--- config.mk ---
export PLATFORM = sky130hd
export DESIGN_NAME = energy_voice_activity_detector_flat
export DESIGN_NICKNAME = d
export VERILOG_FILES = /design/src/hdl/evad_pkg.sv /design/src/hdl/evad_if.sv /design/src/hdl/evad_ctrl.sv /design/src/hdl/evad_dp.sv /design/src/hdl/energy_voice_activity_detector.sv /design/src/flat_wrapper.sv
export SDC_FILE = /design/constraint.sdc
export NUM_CORES = 2
export LEC_CHECK = 0
export ABC_AREA = 1
export BUFFER_PORTS_ARGS = -buffer_cell sky130_fd_sc_hd__buf_4
export CAP_MARGIN = 25
export CELL_PAD_IN_SITES_DETAIL_PLACEMENT = 0
export CELL_PAD_IN_SITES_GLOBAL_PLACEMENT = 1
export CORE_MARGIN = 2
export CORE_UTILIZATION = 30
export CTS_CLUSTER_DIAMETER = 80
export CTS_CLUSTER_SIZE = 20
export DETAILED_ROUTE_END_ITERATION = 10
export PLACE_DENSITY = 0.65
export SLEW_MARGIN = 20
export SYNTH_ARGS = -nofsm -noshare
export SYNTH_HDL_FRONTEND = slang
export SYNTH_SLANG_ARGS = --single-unit
export TNS_END_PERCENT = 30
--- constraint.sdc ---
create_clock -name clk -period 16.55 [get_ports clk]
set_clock_uncertainty 0.1 [all_clocks]
set_input_delay 0.8275 -clock clk [delete_from_list [all_inputs] [get_ports clk]]
set_output_delay 0.8275 -clock clk [all_outputs]
set_load 0.02 [all_outputs]
--- src/hdl/evad_pkg.sv ---
// Shared types and constants of the energy voice activity detector.
package evad_pkg;

  localparam int unsigned MAX_FRAME_SAMPLES = 4096;

  localparam int unsigned SAMPLE_W = 16;
  localparam int unsigned MAG_W    = SAMPLE_W + 1;
  localparam int unsigned THR_W    = 16;
  localparam int unsigned HANG_W   = 20;
  localparam int unsigned SUM_W    = 43;
  localparam int unsigned COUNT_W  = 13;
  localparam int unsigned MUL_A_W  = 32;
  localparam int unsigned MUL_B_W  = MAG_W;
  localparam int unsigned PROD_W   = MUL_A_W + MUL_B_W;

  localparam int unsigned CFG_IDX_W  = 1;
  localparam int unsigned CFG_DATA_W = 20;

  localparam logic [CFG_IDX_W-1:0] REG_ENERGY_THRESHOLD = 1'd0;
  localparam logic [CFG_IDX_W-1:0] REG_HANGOVER_RELOAD  = 1'd1;

  localparam logic [THR_W-1:0]  THRESHOLD_RESET = 16'd500;
  localparam logic [HANG_W-1:0] HANGOVER_RESET  = 20'd8000;

  localparam logic [COUNT_W-1:0] FRAME_LIMIT = COUNT_W'(MAX_FRAME_SAMPLES);

  typedef enum logic [2:0] {
    ST_IDLE,
    ST_SQUARE,
    ST_ACCUM,
    ST_THR_SQ,
    ST_THR_CNT,
    ST_JUDGE
  } state_t;

  typedef enum logic [1:0] {
    MUL_SQUARE,
    MUL_THR_SQ,
    MUL_THR_CNT
  } mul_sel_t;

  typedef struct packed {
    logic     load;
    logic     mul_en;
    mul_sel_t mul_sel;
    logic     acc_en;
    logic     judge_en;
  } dp_cmd_t;

  typedef struct packed {
    logic in_command;
    logic frame_end;
    logic out_full;
  } dp_stat_t;

endpackage

--- src/hdl/evad_if.sv ---
// Handshake channel interfaces of the voice activity detector.
interface evad_in_if;
  logic                           valid;
  logic                           ready;
  logic                           command;
  logic signed [evad_pkg::SAMPLE_W-1:0] sample;
  logic                           frame_end;

  modport source (output valid, command, sample, frame_end, input ready);
  modport sink   (input valid, command, sample, frame_end, output ready);
endinterface

interface evad_out_if;
  logic valid;
  logic ready;
  logic speaking;

  modport source (output valid, speaking, input ready);
  modport sink   (input valid, speaking, output ready);
endinterface

interface evad_cfg_if;
  logic                              valid;
  logic                              ready;
  logic [evad_pkg::CFG_IDX_W-1:0]    index;
  logic [evad_pkg::CFG_DATA_W-1:0]   data;

  modport source (output valid, index, data, input ready);
  modport sink   (input valid, index, data, output ready);
endinterface

--- src/hdl/evad_ctrl.sv ---
// Sequencer that steps the shared multiplier through squaring and frame judgment.
module evad_ctrl (
  input  logic               clk,
  input  logic               rst,
  input  logic               in_valid,
  output logic               in_ready,
  input  evad_pkg::dp_stat_t stat,
  output evad_pkg::dp_cmd_t  cmd
);
  import evad_pkg::*;

  state_t state;
  state_t state_next;

  always_ff @(posedge clk) begin
    if (rst) begin
      state <= ST_IDLE;
    end else begin
      state <= state_next;
    end
  end

  always_comb begin
    state_next   = state;
    in_ready     = 1'b0;
    cmd.load     = 1'b0;
    cmd.mul_en   = 1'b0;
    cmd.mul_sel  = MUL_SQUARE;
    cmd.acc_en   = 1'b0;
    cmd.judge_en = 1'b0;
    case (state)
      ST_IDLE: begin
        in_ready = 1'b1;
        if (in_valid) begin
          cmd.load = 1'b1;
          // A clear command finishes in the transfer cycle itself.
          if (!stat.in_command) begin
            state_next = ST_SQUARE;
          end
        end
      end
      ST_SQUARE: begin
        cmd.mul_en  = 1'b1;
        cmd.mul_sel = MUL_SQUARE;
        state_next  = ST_ACCUM;
      end
      ST_ACCUM: begin
        cmd.acc_en = 1'b1;
        state_next = stat.frame_end ? ST_THR_SQ : ST_IDLE;
      end
      ST_THR_SQ: begin
        cmd.mul_en  = 1'b1;
        cmd.mul_sel = MUL_THR_SQ;
        state_next  = ST_THR_CNT;
      end
      ST_THR_CNT: begin
        cmd.mul_en  = 1'b1;
        cmd.mul_sel = MUL_THR_CNT;
        state_next  = ST_JUDGE;
      end
      ST_JUDGE: begin
        if (!stat.out_full) begin
          cmd.judge_en = 1'b1;
          state_next   = ST_IDLE;
        end
      end
      default: begin
        state_next = ST_IDLE;
      end
    endcase
  end

endmodule

--- src/hdl/evad_dp.sv ---
// Datapath: shared multiplier, energy accumulator, hangover logic and result register.
module evad_dp (
  input  logic                                  clk,
  input  logic                                  rst,
  input  evad_pkg::dp_cmd_t                     cmd,
  output evad_pkg::dp_stat_t                    stat,
  input  logic                                  in_command,
  input  logic signed [evad_pkg::SAMPLE_W-1:0]  in_sample,
  input  logic                                  in_frame_end,
  input  logic                                  cfg_valid,
  input  logic [evad_pkg::CFG_IDX_W-1:0]        cfg_index,
  input  logic [evad_pkg::CFG_DATA_W-1:0]       cfg_data,
  output logic                                  out_valid,
  input  logic                                  out_ready,
  output logic                                  out_speaking
);
  import evad_pkg::*;

  logic [THR_W-1:0]    energy_threshold;
  logic [HANG_W-1:0]   hangover_reload;
  logic                voice_active;
  logic [HANG_W-1:0]   hangover_left;
  logic [SUM_W-1:0]    energy_sum;
  logic [COUNT_W-1:0]  frame_count;
  logic [SAMPLE_W-1:0] sample_q;
  logic                frame_end_q;
  logic [PROD_W-1:0]   prod;

  logic [MAG_W-1:0]    sample_ext;
  logic [MAG_W-1:0]    sample_mag;
  logic [MUL_A_W-1:0]  mul_a;
  logic [MUL_B_W-1:0]  mul_b;
  logic                loud;

  assign stat.in_command = in_command;
  assign stat.frame_end  = frame_end_q;
  assign stat.out_full   = out_valid & ~out_ready;

  // Magnitude in 17 bits so that the most negative sample maps to 32768.
  assign sample_ext = {sample_q[SAMPLE_W-1], sample_q};
  assign sample_mag = sample_q[SAMPLE_W-1] ? (~sample_ext + MAG_W'(1)) : sample_ext;

  always_comb begin
    case (cmd.mul_sel)
      MUL_SQUARE: begin
        mul_a = MUL_A_W'(sample_mag);
        mul_b = sample_mag;
      end
      MUL_THR_SQ: begin
        mul_a = MUL_A_W'(energy_threshold);
        mul_b = MUL_B_W'(energy_threshold);
      end
      MUL_THR_CNT: begin
        mul_a = prod[MUL_A_W-1:0];
        mul_b = MUL_B_W'(frame_count);
      end
      default: begin
        mul_a = '0;
        mul_b = '0;
      end
    endcase
  end

  assign loud = PROD_W'(energy_sum) > prod;

  always_ff @(posedge clk) begin
    if (cmd.mul_en) begin
      prod <= PROD_W'(mul_a) * PROD_W'(mul_b);
    end
    if (cmd.load) begin
      sample_q    <= in_sample;
      frame_end_q <= in_frame_end;
    end
  end

  always_ff @(posedge clk) begin
    if (rst) begin
      energy_threshold <= THRESHOLD_RESET;
      hangover_reload  <= HANGOVER_RESET;
    end else if (cfg_valid) begin
      case (cfg_index)
        REG_ENERGY_THRESHOLD: energy_threshold <= cfg_data[THR_W-1:0];
        REG_HANGOVER_RELOAD:  hangover_reload  <= cfg_data[HANG_W-1:0];
        default: begin
        end
      endcase
    end
  end

  always_ff @(posedge clk) begin
    if (rst) begin
      voice_active  <= 1'b0;
      hangover_left <= '0;
      energy_sum    <= '0;
      frame_count   <= '0;
      out_valid     <= 1'b0;
      out_speaking  <= 1'b0;
    end else begin
      if (out_valid && out_ready && !cmd.judge_en) begin
        out_valid <= 1'b0;
      end
      if (cmd.load && in_command) begin
        voice_active  <= 1'b0;
        hangover_left <= '0;
        energy_sum    <= '0;
        frame_count   <= '0;
      end
      // Samples past the frame limit are dropped but may still end the frame.
      if (cmd.acc_en && frame_count < FRAME_LIMIT) begin
        energy_sum  <= energy_sum + SUM_W'(prod);
        frame_count <= frame_count + COUNT_W'(1);
      end
      if (cmd.judge_en) begin
        out_valid   <= 1'b1;
        energy_sum  <= '0;
        frame_count <= '0;
        if (loud) begin
          voice_active  <= 1'b1;
          hangover_left <= hangover_reload;
          out_speaking  <= 1'b1;
        end else if (!voice_active) begin
          out_speaking <= 1'b0;
        end else if (HANG_W'(frame_count) >= hangover_left) begin
          voice_active  <= 1'b0;
          hangover_left <= '0;
          out_speaking  <= 1'b0;
        end else begin
          hangover_left <= hangover_left - HANG_W'(frame_count);
          out_speaking  <= 1'b1;
        end
      end
    end
  end

  a_count_bounded: assert property (@(posedge clk) disable iff (rst)
    frame_count <= FRAME_LIMIT)
    else $error("frame count passed the frame limit");

  a_silence_no_hangover: assert property (@(posedge clk) disable iff (rst)
    !voice_active |-> hangover_left == '0)
    else $error("hangover count left over in silence");

  a_judge_restarts_frame: assert property (@(posedge clk) disable iff (rst)
    cmd.judge_en |=> (energy_sum == '0 && frame_count == '0 && out_valid))
    else $error("frame judgment did not restart the frame and post a result");

  a_result_matches_state: assert property (@(posedge clk) disable iff (rst)
    cmd.judge_en |=> out_speaking == voice_active)
    else $error("posted speaking flag differs from detector state");

endmodule

--- src/hdl/energy_voice_activity_detector.sv ---
// Energy voice activity detector top level: wires the sequencer to the datapath.
// Each sample is squared and then accumulated; for a sample that ends a frame, the one
// 32x17 multiplier that squared it is then used in turn for the threshold square and the
// threshold-square times sample-count product before the frame is judged. A clear command
// ends in its transfer cycle. A new sample is taken while the previous frame's flag still
// waits on the result channel, and only a frame judgment waits for that channel to drain.
// Configuration writes are taken in every cycle.
module energy_voice_activity_detector (
  input logic clk,
  input logic rst,
  evad_in_if.sink    samples,
  evad_out_if.source result,
  evad_cfg_if.sink   cfg
);
  import evad_pkg::*;

  dp_cmd_t  cmd;
  dp_stat_t stat;

  assign cfg.ready = 1'b1;

  evad_ctrl u_ctrl (
    .clk      (clk),
    .rst      (rst),
    .in_valid (samples.valid),
    .in_ready (samples.ready),
    .stat     (stat),
    .cmd      (cmd)
  );

  evad_dp u_dp (
    .clk          (clk),
    .rst          (rst),
    .cmd          (cmd),
    .stat         (stat),
    .in_command   (samples.command),
    .in_sample    (samples.sample),
    .in_frame_end (samples.frame_end),
    .cfg_valid    (cfg.valid),
    .cfg_index    (cfg.index),
    .cfg_data     (cfg.data),
    .out_valid    (result.valid),
    .out_ready    (result.ready),
    .out_speaking (result.speaking)
  );

endmodule

--- src/flat_wrapper.sv ---
// flat-port wrapper written by rule: the top's interface ports become plain ports
module energy_voice_activity_detector_flat import evad_pkg::*;
  (clk, rst, samples_valid, samples_command, samples_sample, samples_frame_end, samples_ready, result_valid, result_speaking, result_ready, cfg_valid, cfg_index, cfg_data, cfg_ready);
  evad_in_if samples_i ();
  evad_out_if result_i ();
  evad_cfg_if cfg_i ();
  input logic clk;
  input logic rst;
  input wire logic [$bits(samples_i.valid)-1:0] samples_valid;
  input wire logic [$bits(samples_i.command)-1:0] samples_command;
  input wire logic [$bits(samples_i.sample)-1:0] samples_sample;
  input wire logic [$bits(samples_i.frame_end)-1:0] samples_frame_end;
  output wire logic [$bits(samples_i.ready)-1:0] samples_ready;
  output wire logic [$bits(result_i.valid)-1:0] result_valid;
  output wire logic [$bits(result_i.speaking)-1:0] result_speaking;
  input wire logic [$bits(result_i.ready)-1:0] result_ready;
  input wire logic [$bits(cfg_i.valid)-1:0] cfg_valid;
  input wire logic [$bits(cfg_i.index)-1:0] cfg_index;
  input wire logic [$bits(cfg_i.data)-1:0] cfg_data;
  output wire logic [$bits(cfg_i.ready)-1:0] cfg_ready;
  assign samples_i.valid = samples_valid;
  assign samples_i.command = samples_command;
  assign samples_i.sample = samples_sample;
  assign samples_i.frame_end = samples_frame_end;
  assign samples_ready = samples_i.ready;
  assign result_valid = result_i.valid;
  assign result_speaking = result_i.speaking;
  assign result_i.ready = result_ready;
  assign cfg_i.valid = cfg_valid;
  assign cfg_i.index = cfg_index;
  assign cfg_i.data = cfg_data;
  assign cfg_ready = cfg_i.ready;
  energy_voice_activity_detector u_core (.clk(clk), .rst(rst), .samples(samples_i), .result(result_i), .cfg(cfg_i));
endmodule
### Word level (Yosys, flattened, before mapping)

Cells that the tools add are included.

* equality and inequality tests: 10
* muxes and demuxes: 34
* $add $sub $neg: 4
* multipliers: 1
* bitwise logic cells: 4
* reductions and logical operators: 13
* $lt $le $gt $ge: 3

Operators by type and width (count)
* two-way mux 20 bit: 5
* one-hot mux 32 bit (3 select lines): 1
* two-way mux 43 bit: 2
* one-hot mux 17 bit (3 select lines): 1
* greater-than comparator 43 x 49 -> 1 bit: 1
* multiplier 32 x 17 -> 49 bit: 1
* adder 43 bit: 1
* two-way mux 13 bit: 2
* greater-or-equal comparator 13 x 20 -> 1 bit: 1
* subtractor 20 x 13 -> 20 bit: 1
* one-hot mux 3 bit (6 select lines): 1
* adder 17 x 1 -> 17 bit, second input constant: 1
* two-way mux 17 bit: 1
* NOT 17 bit: 1
* two-way mux 1 bit: 16
* adder 13 x 1 -> 13 bit, second input constant: 1
* < comparator 13 bit, second input constant: 1
* two-way mux 3 bit: 3
* one-hot mux 3 bit (3 select lines): 1
* equality test 3 x 2 -> 1 bit, second input constant: 2
* equality test 3 bit, second input constant: 2
* inequality test 2 bit, second input constant: 3
* logical AND 1 bit: 4
* AND reduction 2 bit: 2
* other kinds (12): 14

* input port bits: 44
* register bits: 184

### Longest topological paths before layout

* depth after elaboration: 8
* mapped depth: 37
* depth with buffers taken out: 35

### Modules after synthesis

Synthesis repeated with hierarchy kept, for this count alone.

* cells, all modules: 4370
* area total of the unflattened synthesis: 31083.6 um^2

Modules (own cells, without submodules)
* evad_dp: instances 1, area each 30885.9 um^2, cells an instance 4337, sequential area each 4284.1 um^2
* evad_ctrl: instances 1, area each 186.4 um^2, cells an instance 31, sequential area each 60.1 um^2
* energy_voice_activity_detector: instances 1, area each 11.3 um^2, cells an instance 2, sequential area each 0.0 um^2

### Least setup slack after synthesis

No wires, ideal clock.

* path kind: register to register
* start point: register u_core.u_dp.sample_q[3]
* end point: register u_core.u_dp.prod[35] (data pin)
* required time: 16198 ps
* stages on the path, launching flop included: 31
* setup slack: 10017 ps
* buffers on the path: 1
* data arrival time: 6181 ps
* clock period less this slack: 6533 ps
* library setup time: 252 ps
* cells stage by stage: edfxtp_1 nor2_1 nand2_1 nor2_1 nand3_1 nand3b_1 o21ai_2 inv_1 o21ai_2 buf_2 nand2_1 fa_1 fa_1 fa_1 inv_1 fa_1 fa_1 inv_1 fa_1 inv_1 ha_1 nand2_1 nor2_1 inv_1 o21ai_0 o21bai_1 nand2_1 nand2_1 nand3_1 nand3_1 nand2_1

* longest elaborated chain between the ends: 5
* elaborated cells on any way between the ends: 6
* classes of those cells: add/sub: 1; mul: 1; mux: 3; bitwise: 1

Ends and longest elaborated chain
* start, declared: RTL line evad_dp.sv:25 `logic [SAMPLE_W-1:0] sample_q;`
* start signal, assigned: RTL line evad_dp.sv:71 `sample_q <= in_sample;`
* NOT 17 bit: RTL line evad_dp.sv:41 `assign sample_mag = sample_q[SAMPLE_W-1] ? (~sample_ext + MAG_W'(1)) : sample_ext;`
* adder 17 x 1 -> 17 bit: RTL line evad_dp.sv:41
* two-way mux 17 bit *: RTL line evad_dp.sv:41
* one-hot mux 32 bit (3 select lines) / one-hot mux 17 bit (3 select lines) (equally long branches): RTL line evad_dp.sv:44 `case (cmd.mul_sel)`
* multiplier 32 x 17 -> 49 bit *: RTL line evad_dp.sv:68 `prod <= PROD_W'(mul_a) * PROD_W'(mul_b);`
* end signal, assigned: RTL line evad_dp.sv:68
* end, declared: RTL line evad_dp.sv:27 `logic [PROD_W-1:0] prod;`

Mark *: on every way between the ends. The rest lies on a longest branch, timed or not.
A chain may end at the register's enable or synchronous reset.

### Worst setup path in the final report

* start point: register u_core.u_ctrl.state[0]
* end point: register u_core.u_dp.prod[28] (data pin)

* longest elaborated chain between the ends: 5
* elaborated cells on any way between the ends: 10
* classes of those cells: mul: 1; eq/ne: 5; mux: 3; reduce/logical: 1

Ends and longest elaborated chain
* start, declared: RTL line evad_ctrl.sv:12 `state_t state;`
* start signal, assigned: RTL line evad_ctrl.sv:19 `state <= state_next;`
* equality test 3 bit, or another cell as far along: RTL line evad_ctrl.sv:31 `case (state)`
* one-hot mux 3 bit (3 select lines) *: RTL line evad_ctrl.sv:31
* equality test 2 bit, or another cell as far along: RTL line evad_dp.sv:44
* one-hot mux 32 bit (3 select lines) / one-hot mux 17 bit (3 select lines) (equally long branches): RTL line evad_dp.sv:44
* multiplier 32 x 17 -> 49 bit *: RTL line evad_dp.sv:68

Marked as above.

==> results.md <==
- Outcome: completed
- Post-DP HPWL: 91110 um
- Slew Limit Fails: 0
- Endpoint class of the critical path: flip-flop
- Final WL: roughly 110000 um
- First-pass GRT wire length: ~170000 um
- Finished layout cell area: between 30000 and 40000 sq um
- Hold path cells: 2
- Seq/Total Area, Yosys: 0.1409
- H-tree depth: 4
- Die W: 324.6 um
- Initial Util: 0.3027
- Synth cell count leaders: nand2_1 (1155), inv_1 (1046), fa_1 (451), nor2_1 (352), a21oi_1 (225)
- Number of global-route vias before repair: between 20k and 30k
- Max Cap Viol: 0
- Postcts setup bufs: 0
- R2R depth: 27
- Antenna violations before repair: 3
- Avg Vias per Cell: around 4.6
- Share of cells above drive strength 1: 0.03696
- First-pass DRT Iterations: 8
- Finish-stage setup viols: 0
- Clk Latency, worst-skew pair: 0.50 ns
- Primary FF master, synth: dfxtp_1
- Clk sinks: 184
- Fmax: around 110 MHz
- Fillers: around 11k
- EDFF count, synth: 66
- Synth Cell Area: just over 30000 sq um
- DRC errors left: 0
- Final period utilization: 0.5732
- Final hold vios: 0
- Mean area per synthesized cell: between 7 and 8 sq um
- FF-to-FF setup slack: 7.06 ns
- WS Path Type: flip-flop to flip-flop
- Ys async rst share: 0
- Min-Delay Path Class: flip-flop to flip-flop
- Die height: between 300 and 400 um
- Final WS setup: approximately 7 ns
- IO Count: 48
- Std-Cell Core Area: about 100000 sq um
- Core Util, Final: 0.3300
- Critical Path Start Type: flip-flop
- Diode count: 0
- Hold Buf Count CTS: 0
- Rows: 117
- Yosys reg bits: 184
- Synth area leaders: fa_1 (29%), nand2_1 (14%), inv_1 (13%), ha_1 (9.0%), dfxtp_1 (7.7%)
- Largest net degree at the start of global routing: 52
- Clk pin slew, worst setup/hold paths: about 0.080 ns
- Root buf cell: clkbuf_16
- Gr usage total: 0.2112
- Measured slew at the worst slew-check pin: approximately 1.1 ns
- GRT overflow: 0
- Num CTS Buffers: 17
- Synth unique cells: between 40 and 50
- Clock Path Buffers: 2
- Die area: between 100000 and 150000 sq um
- Placed Area: between 30000 and 40000 sq um
- Cell taking the most area after synthesis: fa_1
- DR WL/cell: 19.02 um
- IO Port Bufs: 46
- Slew headroom: 0.2865
- YS warnings: 0
- Synth top area share: 0.2927
- CTS tree: yes
- Vias: around 27k
- Cts repair resizes: 0
- RSZ-0062 raised after global routing: no
- Crit path max fanout: 32
- Nets: ~5k
- Cell count after synthesis: 4324
- Area growth syn-to-layout: 9.002%
- Routability Congestion: 0.9117
- Setup WS pre-CTS: 7.209 ns
- Crit path DAT: between 9 and 10 ns
- Setup TNS after final layout: 0 ns
- Routed Antenna Nets: 0
- Initial DRC Count: approximately 1.5k
- Period minus WS final: around 9.5 ns
- Worst path required time: roughly 17 ns
- Top-count cell post-synth: nand2_1
## cells by family (layout without fill, tap and decap cells)
kind of cell / Yosys count / count (layout) / share of synthesized area
XOR/XNOR: 56 / 56 / 0.01590
buffers and inverters: 1176 / 1183 / 0.1468
flip-flops: 184 / 184 / 0.1409
other: 2 / 81 / 0.0002435
AND/OR/NAND/NOR: 1802 / 1802 / 0.2357
AO/OA/AOI/OAI: 430 / 430 / 0.07728
adder cells (fa/ha/maj): 674 / 674 / 0.3832
## layout make-up
class,count,area (sq um),share of cell area
Clock buffer,18,429.2,0.01277
Timing Repair Buffer,86,660.6,0.01965
Clock inverter,14,178.9,0.005322
Multi-Input combinational cell,3043,22300,0.6632
Tap cell,1368,1712,0.05091
Sequential cell,184,4344,0.1292
Inverter,1065,3998,0.1189
## worst max-delay path: stages (launching register included)
cell and delay [ns]:
dfxtp_1 0.38, nor2_1 0.06, inv_2 0.12, nor2_8 0.10
inv_2 0.49, nand2_4 0.14, inv_2 0.24, nand4_1 0.14
o21ai_2 0.78, inv_1 0.61, o21ai_2 0.59, nand2_1 0.17
fa_1 0.56, fa_1 0.52, fa_1 0.52, inv_1 0.05
fa_1 0.45, fa_1 0.53, inv_1 0.07, fa_1 0.49
inv_1 0.06, ha_1 0.47, nand2_1 0.18, nor2_1 0.16
nand2_1 0.10, o21ai_0 0.63, a21oi_1 0.24, xor2_1 0.21
## layer usage
| metal | vias to the layer above | routed length (um) | track usage |
|---|---|---|---|
| li1 | 12960 | - | - |
| met1 | 12940 | 50180 | 0.2813 |
| met2 | 537 | 51350 | 0.3519 |
| met3 | 111 | 5541 | 0.03652 |
| met4 | 0 | 2805 | 0.05747 |
| met5 | - | 0 | 0 |
## worst paths after layout
check	from	end
worst max-delay path	u_core.u_ctrl.state[0]	u_core.u_dp.prod[28]
worst min-delay path	u_core.u_dp.hangover_reload[16]	u_core.u_dp.hangover_reload[16]
worst max register to register	u_core.u_ctrl.state[0]	u_core.u_dp.prod[28]
worst min register to register	u_core.u_dp.hangover_reload[16]	u_core.u_dp.hangover_reload[16]
## through the flow
| step | hold WS (ns) | std cells |
|---|---|---|
| after floorplan | 0.3292 | 4403 |
| after global placement | 0.3453 | 5742 |
| after detailed placement | 0.3499 | 5745 |
| after CTS | 0.3623 | 5777 |
| after global routing | 0.3685 | 5778 |
| final | 0.3596 | 5778 |
## flip-flops by register name (all words and copies together) (netlist names)
signal                        flops
u_core.u_dp.sample_q             16
u_core.u_dp.out_speaking          1
u_core.u_dp.energy_sum           43
u_core.u_dp.prod                 49
u_core.u_dp.frame_end_q           1
u_core.u_dp.voice_active          1
u_core.u_dp.frame_count          13
u_core.u_dp.energy_threshold     16
u_core.u_dp.out_valid             1
u_core.u_dp.hangover_reload      20
u_core.u_dp.hangover_left        20
u_core.u_ctrl.state               3
## layout by cell type (no fill, tap or decap), drive strengths merged, types with 18 or more instances in the layout
master and instances:
nand3 204, nand4 25, inv 1067, and2 18, o21bai 22, conb 81
fa 451, nor2 354, nor3 25, buf 86, clkbuf 18, ha 223
xor2 46, a21oi 235, dfxtp 118, edfxtp 66, nand2 1156, o21ai 127
Power is left out: the tool's default activity adds up to more than one toggle a clock period on the data nets, which glitch-free logic cannot reach.
